File: src/lidar_packet_checksum_parser_unit_defines.svh
// Assertion macros shared by the packet parser RTL
`ifndef LIDAR_PACKET_CHECKSUM_PARSER_UNIT_DEFINES_SVH
`define LIDAR_PACKET_CHECKSUM_PARSER_UNIT_DEFINES_SVH

// Same-cycle implication, disabled while reset is high
`define LPCP_ASSERT_NOW(label, clk, rst, ante, cons) \
   label: assert property (@(posedge clk) disable iff (rst) (ante) |-> (cons)) \
      else $error("parser check failed");

// Next-cycle implication, disabled while reset is high
`define LPCP_ASSERT_NEXT(label, clk, rst, ante, cons) \
   label: assert property (@(posedge clk) disable iff (rst) (ante) |=> (cons)) \
      else $error("parser check failed");

`endif

File: src/lpcp_pkg.sv
// Shared constants and types of the packet checksum parser
package lpcp_pkg;

   // Packet framing
   localparam logic [7:0] START_BYTE = 8'hFA;
   localparam logic [7:0] INDEX_LOW  = 8'hA0;
   localparam logic [7:0] INDEX_HIGH = 8'hF9;

   // Checksum fold
   localparam int FOLD_SHIFT = 15;

   // Word counter
   localparam int COUNT_W                = 4;
   localparam int WORDS_PER_PACKET_DEF   = 10;

   // Per-byte status from the parser core to the top level
   typedef struct packed {
      logic        done;
      logic [15:0] speed_word;
      logic        checksum_pass;
   } lpcp_status_type;

endpackage

File: src/lpcp_parser.sv
// Packet parser core: framing state machine, running sum and checksum fold
`include "lidar_packet_checksum_parser_unit_defines.svh"

module lpcp_parser #(
   parameter int WORDS_PER_PACKET = lpcp_pkg::WORDS_PER_PACKET_DEF
) (
   input  logic                     clock,
   input  logic                     reset,
   input  logic                     step_en,
   input  logic [7:0]               rx_byte,
   output lpcp_pkg::lpcp_status_type status
);

   typedef enum logic [2:0] {
      PH_SEARCH   = 3'd0,
      PH_INDEX    = 3'd1,
      PH_SPEED_LO = 3'd2,
      PH_SPEED_HI = 3'd3,
      PH_WORD_LO  = 3'd4,
      PH_WORD_HI  = 3'd5,
      PH_SUM_LO   = 3'd6,
      PH_SUM_HI   = 3'd7
   } phase_type;

   localparam int CW = lpcp_pkg::COUNT_W;

   phase_type         phase_ff, phase_in;
   logic [31:0]       sum_ff, sum_in;
   logic [CW-1:0]     count_ff, count_in;
   logic [15:0]       speed_ff, speed_in;
   logic [7:0]        low_ff, low_in;

   logic [15:0]       word;
   logic [31:0]       shift_add;
   logic [16:0]       fold_sum;
   logic [14:0]       folded;
   logic [CW:0]       next_count;
   logic [15:0]       speed_full;
   logic              index_ok;

   // Datapath pieces
   assign word       = {rx_byte, low_ff};
   assign speed_full = {rx_byte, speed_ff[7:0]};
   assign fold_sum   = {2'b00, sum_ff[lpcp_pkg::FOLD_SHIFT-1:0]}
                     + sum_ff[31:lpcp_pkg::FOLD_SHIFT];
   assign folded     = fold_sum[14:0];
   assign next_count = {1'b0, count_ff} + (CW+1)'(1);
   assign index_ok   = (rx_byte >= lpcp_pkg::INDEX_LOW) && (rx_byte <= lpcp_pkg::INDEX_HIGH);

   always_comb begin
      shift_add = {sum_ff[30:0], 1'b0};
      if (phase_ff == PH_SPEED_HI) begin
         shift_add = shift_add + {16'd0, speed_full};
      end else begin
         shift_add = shift_add + {16'd0, word};
      end
   end

   // Result of the byte now presented
   always_comb begin
      status.done          = (phase_ff == PH_SUM_HI);
      status.speed_word    = speed_ff;
      status.checksum_pass = ({1'b0, folded} == word);
   end

   // Next-state logic
   always_comb begin
      phase_in = phase_ff;
      sum_in   = sum_ff;
      count_in = count_ff;
      speed_in = speed_ff;
      low_in   = low_ff;
      case (phase_ff)
         PH_SEARCH: begin
            if (rx_byte == lpcp_pkg::START_BYTE) phase_in = PH_INDEX;
         end
         PH_INDEX: begin
            if (index_ok) begin
               sum_in   = {16'd0, rx_byte, lpcp_pkg::START_BYTE};
               phase_in = PH_SPEED_LO;
            end else if (rx_byte != lpcp_pkg::START_BYTE) begin
               phase_in = PH_SEARCH;
            end
         end
         PH_SPEED_LO: begin
            speed_in = {8'd0, rx_byte};
            phase_in = PH_SPEED_HI;
         end
         PH_SPEED_HI: begin
            speed_in = speed_full;
            count_in = CW'(2);
            sum_in   = shift_add;
            phase_in = (2 >= WORDS_PER_PACKET) ? PH_SUM_LO : PH_WORD_LO;
         end
         PH_WORD_LO: begin
            low_in   = rx_byte;
            phase_in = PH_WORD_HI;
         end
         PH_WORD_HI: begin
            sum_in   = shift_add;
            count_in = next_count[CW-1:0];
            phase_in = (next_count >= (CW+1)'(WORDS_PER_PACKET)) ? PH_SUM_LO : PH_WORD_LO;
         end
         PH_SUM_LO: begin
            low_in   = rx_byte;
            phase_in = PH_SUM_HI;
         end
         PH_SUM_HI: begin
            sum_in   = {17'd0, folded};
            phase_in = PH_SEARCH;
         end
         default: begin
            phase_in = PH_SEARCH;
         end
      endcase
   end

   // State registers, advanced once per processed item
   always_ff @(posedge clock) begin
      if (reset) begin
         phase_ff <= PH_SEARCH;
         sum_ff   <= '0;
         count_ff <= '0;
         speed_ff <= '0;
         low_ff   <= '0;
      end else if (step_en) begin
         phase_ff <= phase_in;
         sum_ff   <= sum_in;
         count_ff <= count_in;
         speed_ff <= speed_in;
         low_ff   <= low_in;
      end
   end

   // Checks
   `LPCP_ASSERT_NEXT(a_end_returns_search, clock, reset,
      step_en && (phase_ff == PH_SUM_HI), phase_ff == PH_SEARCH && sum_ff[31:15] == 17'd0)
   `LPCP_ASSERT_NOW(a_count_in_range, clock, reset,
      (phase_ff == PH_WORD_LO) || (phase_ff == PH_WORD_HI),
      ({1'b0, count_ff} >= (CW+1)'(2)) && ({1'b0, count_ff} < (CW+1)'(WORDS_PER_PACKET)))
   `LPCP_ASSERT_NEXT(a_index_seeds_sum, clock, reset,
      step_en && (phase_ff == PH_INDEX) && index_ok,
      phase_ff == PH_SPEED_LO && sum_ff[31:16] == 16'd0)

endmodule

File: src/lidar_packet_checksum_parser_unit.sv
// Top level of the serial packet checksum parser
//
// Takes one received byte per item and emits one item per completed packet:
// the little-endian speed word and a flag that the 15-bit folded running
// sum matched the packet checksum. One byte is accepted every cycle unless
// a final byte waits; a byte is held in an input register and processed
// by the parser core from there, and a packet's result is registered in
// the output register before it is offered. Only a packet's final byte
// waits, and only while an earlier result still sits untaken there.
module lidar_packet_checksum_parser_unit #(
   parameter int WORDS_PER_PACKET = lpcp_pkg::WORDS_PER_PACKET_DEF
) (
   input  logic        clock,
   input  logic        reset,
   input  logic        req_valid,
   output logic        req_ready,
   input  logic [7:0]  req_rx_byte,
   output logic        rsp_valid,
   input  logic        rsp_ready,
   output logic [15:0] rsp_speed_word,
   output logic        rsp_checksum_pass
);

   logic                      in_valid_ff;
   logic [7:0]                in_byte_ff;
   logic                      rsp_valid_ff;
   logic [15:0]               speed_ff;
   logic                      pass_ff;
   logic                      advance;
   lpcp_pkg::lpcp_status_type status;

   // Core processes the held byte unless its result has nowhere to go
   assign advance   = in_valid_ff && (!status.done || !rsp_valid_ff || rsp_ready);
   assign req_ready = !in_valid_ff || advance;

   lpcp_parser #(
      .WORDS_PER_PACKET(WORDS_PER_PACKET)
   ) u_parser (
      .clock   (clock),
      .reset   (reset),
      .step_en (advance),
      .rx_byte (in_byte_ff),
      .status  (status)
   );

   // Input register
   always_ff @(posedge clock) begin
      if (reset) begin
         in_valid_ff <= 1'b0;
      end else if (req_valid && req_ready) begin
         in_valid_ff <= 1'b1;
      end else if (advance) begin
         in_valid_ff <= 1'b0;
      end
   end

   always_ff @(posedge clock) begin
      if (req_valid && req_ready) begin
         in_byte_ff <= req_rx_byte;
      end
   end

   // Result register
   always_ff @(posedge clock) begin
      if (reset) begin
         rsp_valid_ff <= 1'b0;
      end else if (advance && status.done) begin
         rsp_valid_ff <= 1'b1;
      end else if (rsp_ready) begin
         rsp_valid_ff <= 1'b0;
      end
   end

   always_ff @(posedge clock) begin
      if (advance && status.done) begin
         speed_ff <= status.speed_word;
         pass_ff  <= status.checksum_pass;
      end
   end

   assign rsp_valid         = rsp_valid_ff;
   assign rsp_speed_word    = speed_ff;
   assign rsp_checksum_pass = pass_ff;

endmodule

File: config.mk
export PLATFORM = sky130hd
export DESIGN_NAME = lidar_packet_checksum_parser_unit
export DESIGN_NICKNAME = d
export VERILOG_FILES = /design/src/lpcp_pkg.sv /design/src/lpcp_parser.sv /design/src/lidar_packet_checksum_parser_unit.sv
export VERILOG_INCLUDE_DIRS = /design/src /design/src/src
export SDC_FILE = /design/constraint.sdc
export NUM_CORES = 1
export LEC_CHECK = 0
export BUFFER_PORTS_ARGS = -buffer_cell sky130_fd_sc_hd__buf_2
export CAP_MARGIN = 30
export CORE_MARGIN = 2
export CORE_UTILIZATION = 48
export DETAILED_ROUTE_END_ITERATION = 10
export PLACE_DENSITY = 0.65
export RECOVER_POWER = 100
export SLEW_MARGIN = 20
export SYNTH_ARGS = -nofsm -noshare
export SYNTH_HDL_FRONTEND = slang
export SYNTH_HIERARCHICAL = 1
export SYNTH_SLANG_ARGS = --single-unit
File: constraint.sdc
create_clock -name clock -period 10.6 [get_ports clock]
set_input_delay 2.12 -clock clock [delete_from_list [all_inputs] [get_ports clock]]
set_output_delay 2.12 -clock clock [all_outputs]
set_load 0.01 [all_outputs]
# Yosys cells after proc, flatten, opt, wreduce, memory -nomap -nowiden
# Cells that the tools add are included.
# totals
ff_bits	88
output_inout_bits	19
word_cells	70
# classes
mux	14
reduce_logical	24
bitwise	1
eq_ne	13
addsub	4
magnitude_cmp	3
# op_table
op	count
$pmux 30 s3	1
$add 30x16->30	2
$mux 30	2
$pmux 16 s2	1
$pmux 3 s8	1
$eq 15x16->1	1
$add 15x15->15	1
$eq 3x3->1 const B	4
$mux 3	3
$reduce_and 3->1	3
$eq 8x8->1 const B	1
$ge 8x8->1 const B	1
$le 8x8->1 const B	1
$ne 8x8->1 const B	1
$pmux 4 s2	1
$reduce_bool 2->1	4
$eq 3x2->1 const B	2
$reduce_and 2->1	3
$add 4x1->5 const B	1
$ge 5x4->1 const B	1
$logic_and 1x1->1	4
$mux 1	4
$ne 2x1->1 const B	2
$reduce_or 2->1	2
8 further kinds	12

# Logic depth before layout (Yosys ltp)
# Gate-level depths: netlist of run 1.
# depth
ltp_word	8
ltp_mapped	16
mapped_depth_nobuf	15

# Cells and area by module
# The synthesis of run 1 kept the hierarchy.
# by_module_without_submodules
mod	cells_per_inst	seq_area_each_um2	n_inst	area_each_um2
lpcp_parser	572	1221.2	1	4569.4
lidar_packet_checksum_parser_unit	37	790.8	1	854.6

# Worst setup path after synthesis of run 1
# OpenSTA, ideal clock, no wires.
# synth_path
kind	input to output
startpoint	in rsp_ready
endpoint	out req_ready
path_stages	1
path_slack_ps	6132
n_path_buf	0
required_time_ps	8480
arrival_time_ps	2348
cell_sequence	nand4b_2
# synth_via
elab_chain_len	3
# synth_lines
element	line_no	text
start, declared	lidar_packet_checksum_parser_unit.sv:19	input logic rsp_ready,
$logic_or 1x1->1	lidar_packet_checksum_parser_unit.sv:33	assign advance = in_valid_ff && (!status.done || !rsp_valid_ff || rsp_ready);
$logic_and 1x1->1	lidar_packet_checksum_parser_unit.sv:33	
$logic_or 1x1->1	lidar_packet_checksum_parser_unit.sv:34	assign req_ready = !in_valid_ff || advance;
end, declared	lidar_packet_checksum_parser_unit.sv:16	output logic req_ready,
# Every way passes these cells.

# Final worst setup path of run 1
# layout_path
startpoint	in rsp_ready
endpoint	reg u_parser.sum_ff[24]
# layout_via
elab_chain_len	3
# layout_lines
element	line_no	text
$logic_or 1x1->1	lidar_packet_checksum_parser_unit.sv:33	
$logic_and 1x1->1	lidar_packet_checksum_parser_unit.sv:33	
named net advance	lidar_packet_checksum_parser_unit.sv:29	logic advance;
$reduce_and 3->1 (no source line)	n/a	
end signal, assigned	lpcp_parser.sv:128	sum_ff <= sum_in;
end, declared	lpcp_parser.sv:28	logic [31:0] sum_ff, sum_in;
# The timed path passes the listed nets, and every way through them passes these cells.
# A chain may end at the register's enable or synchronous reset.

==> results of run 1 <==
## power breakdown
group	switching, mW	leakage, nW	internal [mW]	total [mW]
registers	0.0118	0.708	0.349	0.361
logic	0.0214	1.45	0.0148	0.0362
clock network	0.144	0.146	0.187	0.331
total	0.178	2.31	0.551	0.728
## critical path, cell delays in order
cell and delay [ps]:
clkbuf_1 110, and2b_1 190, a21boi_0 600, clkbuf_1 370, nand2_1 160, or2_0 430, nand2_1 670, nand2_1 240
nor2_1 580, clkbuf_1 350, a22o_1 180
## per-stage QoR
step                      area [um2]  hold WS, ps  instances  setup slack, ps  total power, mW
after floorplan                 5420          408        609             6130            0.390
after global placement          5640          412        752             4970            0.402
after detailed placement        5650          413        753             4960            0.403
after CTS                       5960          431        769             5280            0.733
after global routing            5920          443        770             4610            0.752
final                           5920          431        770             4880            0.728
## sequential cells by signal, summed over array words and instances, names as in the netlist
register	cells
u_parser/phase_ff	3
rsp_valid	1
u_parser/low_ff	8
u_parser/count_ff	4
rsp_speed_word	16
in_byte_ff	8
u_parser/speed_ff	16
in_valid_ff	1
u_parser/sum_ff	30
rsp_checksum_pass	1
## logic make-up (layout without fill, tap and decap cells)
logic type                 count (synthesis)  count (layout)  synth area share [%]
adders and majority gates                 34              34                  8.12
xor gates and xnor gates                  53              53                  8.81
DFF                                       88              88                  37.1
muxes                                     18              18                  3.48
buffers and inverters                     52              73                  3.74
AOI/OAI and AO/OA                        159             159                  20.2
and+or+nand+nor                          205             205                  18.5
## layer usage
layer	track usage [%]	wire, um	vias up
li1	-	-	2265
met1	34.2	6560	2230
met4	9.82	359	0
met2	40.3	6620	165
met3	3.88	765	27
met5	0	0	-
## worst max path at each step
stage	from	to	slack, ps	depth (start not counted)
global route	rsp_ready	u_parser/sum_ff[28]$_SDFFE_PP0P_	4610	11
finish	rsp_ready	u_parser/sum_ff[24]$_SDFFE_PP0P_	4880	11
global placement	rsp_ready	u_parser/sum_ff[19]$_SDFFE_PP0P_	4970	9
CTS	rsp_ready	u_parser/sum_ff[25]$_SDFFE_PP0P_	5280	10
detailed placement	rsp_ready	u_parser/sum_ff[25]$_SDFFE_PP0P_	4960	10
floorplan	rsp_ready	req_ready	6130	1
## layout by cell type (no fill, tap or decap), types with 14 or more instances in the layout
| cell type | count |
|---|---|
| nand3_1 | 28 |
| nor2_1 | 50 |
| clkbuf_1 | 25 |
| ha_1 | 32 |
| o21ai_0 | 18 |
| a21oi_1 | 53 |
| xnor2_1 | 39 |
| edfxtp_1 | 25 |
| a22o_1 | 14 |
| nand2_1 | 59 |
| inv_1 | 24 |
| dfxtp_1 | 63 |
## area by class of cell
| type | count | share of cell area, % |
|---|---|---|
| sequential | 88 | 34.0 |
| multi-input combinational | 469 | 54.1 |
| clock inverter | 6 | 1.27 |
| inverter | 24 | 1.52 |
| timing repair buffer | 33 | 2.28 |
| clock buffer | 10 | 3.87 |
| tap | 140 | 2.96 |
==> flow_summary.ini, run 1 <==
[run_status]
outcome = finished, violations left
violations = max-capacitance violations, max-slew violations

[yosys]
synth_area_mm2 = 0.00542
dominantRegCellSynth = dfxtp_1
synth_edf_count = 25
synth_top_area_share_pct = 23.3
postSynthAreaPerCell_um2 = 8.91
synthesis.instances = 609
synth_seq_cells = 88
synth_seq_area_share_pct = 37.1
synth_top_area_cell = dfxtp_1
ys_top_cells_by_count = 63 x dfxtp_1, 59 x nand2_1, 53 x a21oi_1
ys_types = 69
yosys_warnings = 6
synth_nets = 655
async_reset_ff_share_pct = 0
yosys-top-cells-area = dfxtp_1 23%, edfxtp_1 14%, ha_1 7.4%, xnor2_1 6.3%, a21oi_1 4.9%
yosysMostFrequentCell = dfxtp_1

[cts]
cts_root_buf = clkbuf_16
holdBufCountCts = 0
cts.repair.resized = 0
cts_buffers = 9
cts_sinks = 88
clock_latency_ps = 350
ctsHtreeMaxLevel = 3
postCtsSetupBuffers = 0
clockBufferDepth = 2
cts_tree = yes
clkTransAtPathRegs_ps = 70

[timing]
clock.fmax_mhz = 175
rsz0062_at_grt = false
tightest_slew_ps = 2140
maxSlewHeadroom_pct = -42.9
hold_viol = 0
min_period_over_period_pct = 53.9
fin_skew_ps = 5.43
final.setup.tns_ps = 0
setup_violations = 0
fin_crit_ps = 5720
final_max_slew_viol_count = 49

[placed_design]
port_buffers = 30
gp_congestion = 0.889
dp.final_hpwl_um = 10300

[drt]
drc = 0
wl_per_cell_um = 18.6
postRouteAntennaNets = 0
post_drt_via_cell_ratio = 6.09
drtIter0Drc = 455
drtPass1Iterations = 6
drt-total-wl_um = 14300
vias = 4687

[floorplan]
die_y_um = 110
core_area_mm2 = 0.0109
initial_core_util_pct = 49.6
fp-row-count = 38
dieWidth_um = 110
die-area_mm2 = 0.0122
io_pins = 31

[global_routing]
grt.total_usage_pct = 25.2
grt_max_degree = 49
grt_pass1_wl_um = 23100
overflow = 0
antenna_found_initial = 0
grt_pass1_vias = 4483

[critical_path]
path_max_fanout = 23
end_kind = register
r2r_slack_ps = 5560
reg2reg_depth = 11
r2r_start = u_parser/phase_ff[0]$_SDFFE_PP0P_
r2r_end = u_parser/sum_ff[24]$_SDFFE_PP0P_
required_ps = 10890
critPathLaunchType = primary input
cp_data_arrival_time_ps = 6010
criticalPathCategory = in -> reg

[pwr]
power.leakage_nw = 2.31
powerDensity_mw_per_mm2 = 123
ir_worst_vdd_v = 0.0000812

[layout]
nets = 671
area.growth.synth_to_final_pct = 9.13
multiInputGateArea_mm2 = 0.00320
ff_latch_area_mm2 = 0.00201
fill_cells = 1019
drive_above_1_share_pct = 6.67
diodes = 0
final_util_pct = 54.1

[hold_path]
min_from = u_parser/speed_ff[11]$_SDFFE_PP0P_
hold_depth = 0
whs_endpoint = rsp_speed_word[11]$_DFFE_PP_
min_path_type = reg -> reg

[flow_run]
drv_cap = 1
No activity file was read; power rests on OpenSTA's default activity.
==> run 2, diff against run 1 <==
Clock period 10.6 ns to 6 ns, I/O delays scaled along.
==> run 2 against run 1 <==
The flow now finishes without violations. Sequential share of layout area decreased by 0.28 points. Critical path depth decreased by 2. Clock-buffer cell count decreased by 1. Design area increased by 0.85%. Critical path type is now reg -> reg. Critical endpoint unchanged. Highest routed layer unchanged.
==> flow_summary.ini, run 2 (synthesized netlist as in run 1, its figures left out) <==
[run_status]
outcome = complete, no violations

[pwr]
powerDensity_mw_per_mm2 = 222
power.leakage_nw = 2.35
ir_worst_vdd_v = 0.000162
power_mw = 1.33

[global_routing]
grt_pass1_vias = 4406
overflow = 0
grt_max_degree = 49
antenna_found_initial = 0
grt_pass1_wl_um = 22500
grt.total_usage_pct = 24.2

[cts]
ctsHtreeMaxLevel = 3
clkTransAtPathRegs_ps = 70
postCtsSetupBuffers = 0
cts_buffers = 9
cts.repair.resized = 0
cts_tree = yes
cts_sinks = 88
holdBufCountCts = 0
clockBufferDepth = 2
clock_latency_ps = 340
cts_root_buf = clkbuf_16

[drt]
wl_per_cell_um = 17.9
drc = 0
post_drt_via_cell_ratio = 5.99
postRouteAntennaNets = 0
drtPass1Iterations = 6
drt-total-wl_um = 13800
drtIter0Drc = 363
vias = 4618

[critical_path]
criticalPathCategory = reg -> reg
critPathLaunchType = register
worstPathCellList = nand3_1, inv_1, a21boi_0, clkbuf_1, nand2_1, or2_0, nand2_1, nor2_1, a22o_1
slowest_stage = nor2_1
slowest_delay_ps = 950
critPathTopFamily = simple AND/OR/NAND/NOR gates
end_kind = register
cp_num_buf_inv = 2
crit_top_cell = nand2_1
cp_data_arrival_time_ps = 4970
path_max_fanout = 23
required_ps = 6290

[layout]
drive_above_1_share_pct = 7.29
regMostFlops = u_parser/sum_ff
final_util_pct = 54.6
nets = 672
largest_register_ffs = 30
multiInputGateArea_mm2 = 0.00320
diodes = 0
finalNonFillerCells = 771
fin_area_mm2 = 0.00597
area.growth.synth_to_final_pct = 10.1
ff_latch_area_mm2 = 0.00201
final_cell_mix = 63 x dfxtp_1, 59 x nand2_1, 53 x a21oi_1
fill_cells = 970
mostFrequentLayoutCell = dfxtp_1

[timing]
min_period_over_period_pct = 78.0
clock.fmax_mhz = 214
worst_hold_slack_ps = 425
final_max_slew_viol_count = 0
setup_violations = 0
rsz0062_at_grt = false
hold_viol = 0
fin_crit_ps = 4680
tightest_slew_ps = 971
fin_skew_ps = 5.61
maxSlewHeadroom_pct = 35.0
fin_ws_ps = 1320
final.setup.tns_ps = 0

[floorplan]
fp-row-count = 38
io_pins = 31
initial_core_util_pct = 49.6
dieWidth_um = 110
die-area_mm2 = 0.0122
die_y_um = 110
core_area_mm2 = 0.0109

[placed_design]
dpl_cell_area_mm2 = 0.00565
place_ws_ps = 1650
port_buffers = 30
gp_congestion = 0.988
dp.final_hpwl_um = 10100
placedCellCount = 753

[hold_path]
min_path_type = reg -> reg

[flow_run]
drv_cap = 0
## run 2: cell types whose count changed in the layout (fill, tap and decap cells not counted), sizes merged
cell | before | now
clkbuf | 34 | 30
buf | 9 | 12
bufinv | 1 | 2
clkinv | 0 | 1
dlymetal6s2s | 0 | 1
inv | 28 | 27
## run 2: worst paths after layout
kind                                          start                               end  slack [ps]  cells after the start
setup / recovery  u_parser/phase_ff[0]$_SDFFE_PP0P_  u_parser/sum_ff[24]$_SDFFE_PP0P_        1320                      9
hold / removal    u_parser/speed_ff[8]$_SDFFE_PP0P_       rsp_speed_word[8]$_DFFE_PP_         420                      0
setup reg to reg  u_parser/phase_ff[0]$_SDFFE_PP0P_  u_parser/sum_ff[24]$_SDFFE_PP0P_        1320                      9
hold reg to reg   u_parser/speed_ff[8]$_SDFFE_PP0P_       rsp_speed_word[8]$_DFFE_PP_         420                      0
## run 2: report_power, final
group	leakage (nW)	switching (mW)	internal, mW
clock network	0.160	0.254	0.373
logic	1.49	0.0372	0.0261
registers	0.708	0.0200	0.616
total	2.35	0.311	1.02
## run 2: layout make-up
cell class / instances / share of cell area (%)
clock buffers: 9 / 3.77
clock inverters: 7 / 1.84
inverters: 24 / 1.51
multi-input cells: 469 / 53.7
flip-flops and latches: 88 / 33.7
well taps: 140 / 2.93
repair buffers: 34 / 2.58
## run 2: metal layers
metal / up-vias / GRT usage, % / routed length (um) / share of wire, %
met1: 2198 / 33.5 / 6510 / 47
met4: 0 / 8.48 / 293 / 2.1
met2: 138 / 38.5 / 6310 / 46
li1: 2259 / - / - / -
met5: - / 0 / 0 / 0
met3: 23 / 3.82 / 723 / 5.2
==> run 3, diff against run 2 <==
Settings changed: PLACE_DENSITY 0.65 to 0.68.
Clock period 6 ns to 4.1 ns, I/O delays scaled along.
==> run 3 against run 2 <==
Non-clock buffer count grew 7. Global-route usage up 0.46 points. Die area did not move. Combinational power rose by 56%. Clock skew up 5.8 ps. Fmax is 20% higher. Sequential share of layout area down 0.15 points. First-iteration DRC count increased by 35%. Highest routed layer unchanged.
==> flow_summary.ini, run 3 (synthesized netlist as in run 1, its figures left out) <==
[run_status]
outcome = complete, no violations

[hold_path]
hold_depth = 0
min_path_type = reg -> reg

[cts]
cts_sinks = 88
postCtsSetupBuffers = 0
clkTransAtPathRegs_ps = 70
cts_root_buf = clkbuf_16
holdBufCountCts = 0
clockBufferDepth = 2
clock_latency_ps = 350
cts.repair.resized = 0
cts_buffers = 9
cts_tree = yes
ctsHtreeMaxLevel = 3

[timing]
final_max_slew_viol_count = 0
clock.fmax_mhz = 257
tightest_slew_ps = 924
maxSlewHeadroom_pct = 38.4
fin_skew_ps = 11.4
fin_crit_ps = 3890
rsz0062_at_grt = false
final.setup.tns_ps = 0
setup_violations = 0
fin_ws_ps = 213
hold_viol = 0
min_period_over_period_pct = 94.8

[floorplan]
core_area_mm2 = 0.0109
dieWidth_um = 110
io_pins = 31
initial_core_util_pct = 49.6
fp-row-count = 38
die_y_um = 110
die-area_mm2 = 0.0122

[drt]
vias = 4688
wl_per_cell_um = 18.5
drtPass1Iterations = 5
postRouteAntennaNets = 0
post_drt_via_cell_ratio = 6.03
drt-total-wl_um = 14400
drc = 0
drtIter0Drc = 491

[flow_run]
drv_cap = 0

[layout]
regMostFlops = u_parser/sum_ff
final_cell_mix = 63 x dfxtp_1, 59 x nand2_1, 53 x a21oi_1
mostFrequentLayoutCell = dfxtp_1
area.growth.synth_to_final_pct = 10.6
drive_above_1_share_pct = 7.68
largest_register_ffs = 30
diodes = 0
nets = 679

[global_routing]
grt_pass1_wl_um = 23100
overflow = 0
grt.total_usage_pct = 24.7
antenna_found_initial = 0
grt_max_degree = 35
grt_pass1_vias = 4611

[critical_path]
cp_data_arrival_time_ps = 4120
path_max_fanout = 20
end_kind = register
critPathLaunchType = register
required_ps = 4340
reg2reg_depth = 11
criticalPathCategory = reg -> reg

[placed_design]
place_ws_ps = 504
gp_congestion = 0.957
port_buffers = 30
dp.final_hpwl_um = 10300

[pwr]
power_mw = 1.95
powerDensity_mw_per_mm2 = 326
power.leakage_nw = 2.36
ir_worst_vdd_v = 0.000272
run 3: changes by cell type in the layout (fill, tap and decap cells not counted), sizes merged:
| cell | before | now |
|---|---|---|
| dlymetal6s2s | 1 | 0 |
| inv | 27 | 28 |
| clkbuf | 30 | 34 |
| clkinv | 1 | 0 |
| buf | 12 | 17 |
| clkinvlp | 1 | 0 |
run 3: power breakdown:
group / switching, mW / leakage [nW] / internal [mW] / total (mW)
Clock: 0.381 / 0.160 / 0.546 / 0.927
Sequential: 0.0272 / 0.708 / 0.901 / 0.928
Combinational: 0.0591 / 1.49 / 0.0400 / 0.0991
Total: 0.467 / 2.36 / 1.49 / 1.95
run 3: final cells by class:
type / instances / area, um2
Tap cell: 140 / 175
Fill cell: 1035 / 4940
Clock inverter: 6 / 97.6
Clock buffer: 10 / 229
Timing Repair Buffer: 41 / 190
Inverter: 24 / 90.1
Multi-Input combinational cell: 469 / 3200
Sequential cell: 88 / 2010
run 3: worst paths after layout:
check,start,end,slack (ps)
worst min-delay path,u_parser/speed_ff[15]$_SDFFE_PP0P_,rsp_speed_word[15]$_DFFE_PP_,430
worst max-delay path,u_parser/phase_ff[0]$_SDFFE_PP0P_,u_parser/sum_ff[15]$_SDFFE_PP0P_,210
worst min register to register,u_parser/speed_ff[15]$_SDFFE_PP0P_,rsp_speed_word[15]$_DFFE_PP_,430
worst max register to register,u_parser/phase_ff[0]$_SDFFE_PP0P_,u_parser/sum_ff[15]$_SDFFE_PP0P_,210
run 3: worst max-delay path: stages (launching register included):
cell and delay [ps]:
dfxtp_1 330, clkbuf_1 620, nand3_1 470, inv_1 160
a21boi_0 150, nand2_1 160, or2_0 580, nand2_1 510
nand2_1 300, nor2_1 70, buf_4 210, a32o_1 220
run 3: routing by layer:
| metal | GRT usage [%] | part of all wire, % | vias to the layer above |
|---|---|---|---|
| met4 | 11.3 | 3.4 | 0 |
| li1 | - | - | 2265 |
| met2 | 40.8 | 46 | 187 |
| met5 | 0 | 0 | - |
| met3 | 3.70 | 7.0 | 42 |
| met1 | 31.8 | 43 | 2194 |
run 3: stage by stage:
stage	utilization (%)	cells	hold slack (ps)	area (um2)
floorplan	-	609	408	5420
global placement	52.3	762	410	5720
detailed placement	52.3	762	419	5720
CTS	55.3	778	435	6050
global route	54.8	778	450	6000
finish	54.8	778	433	6000
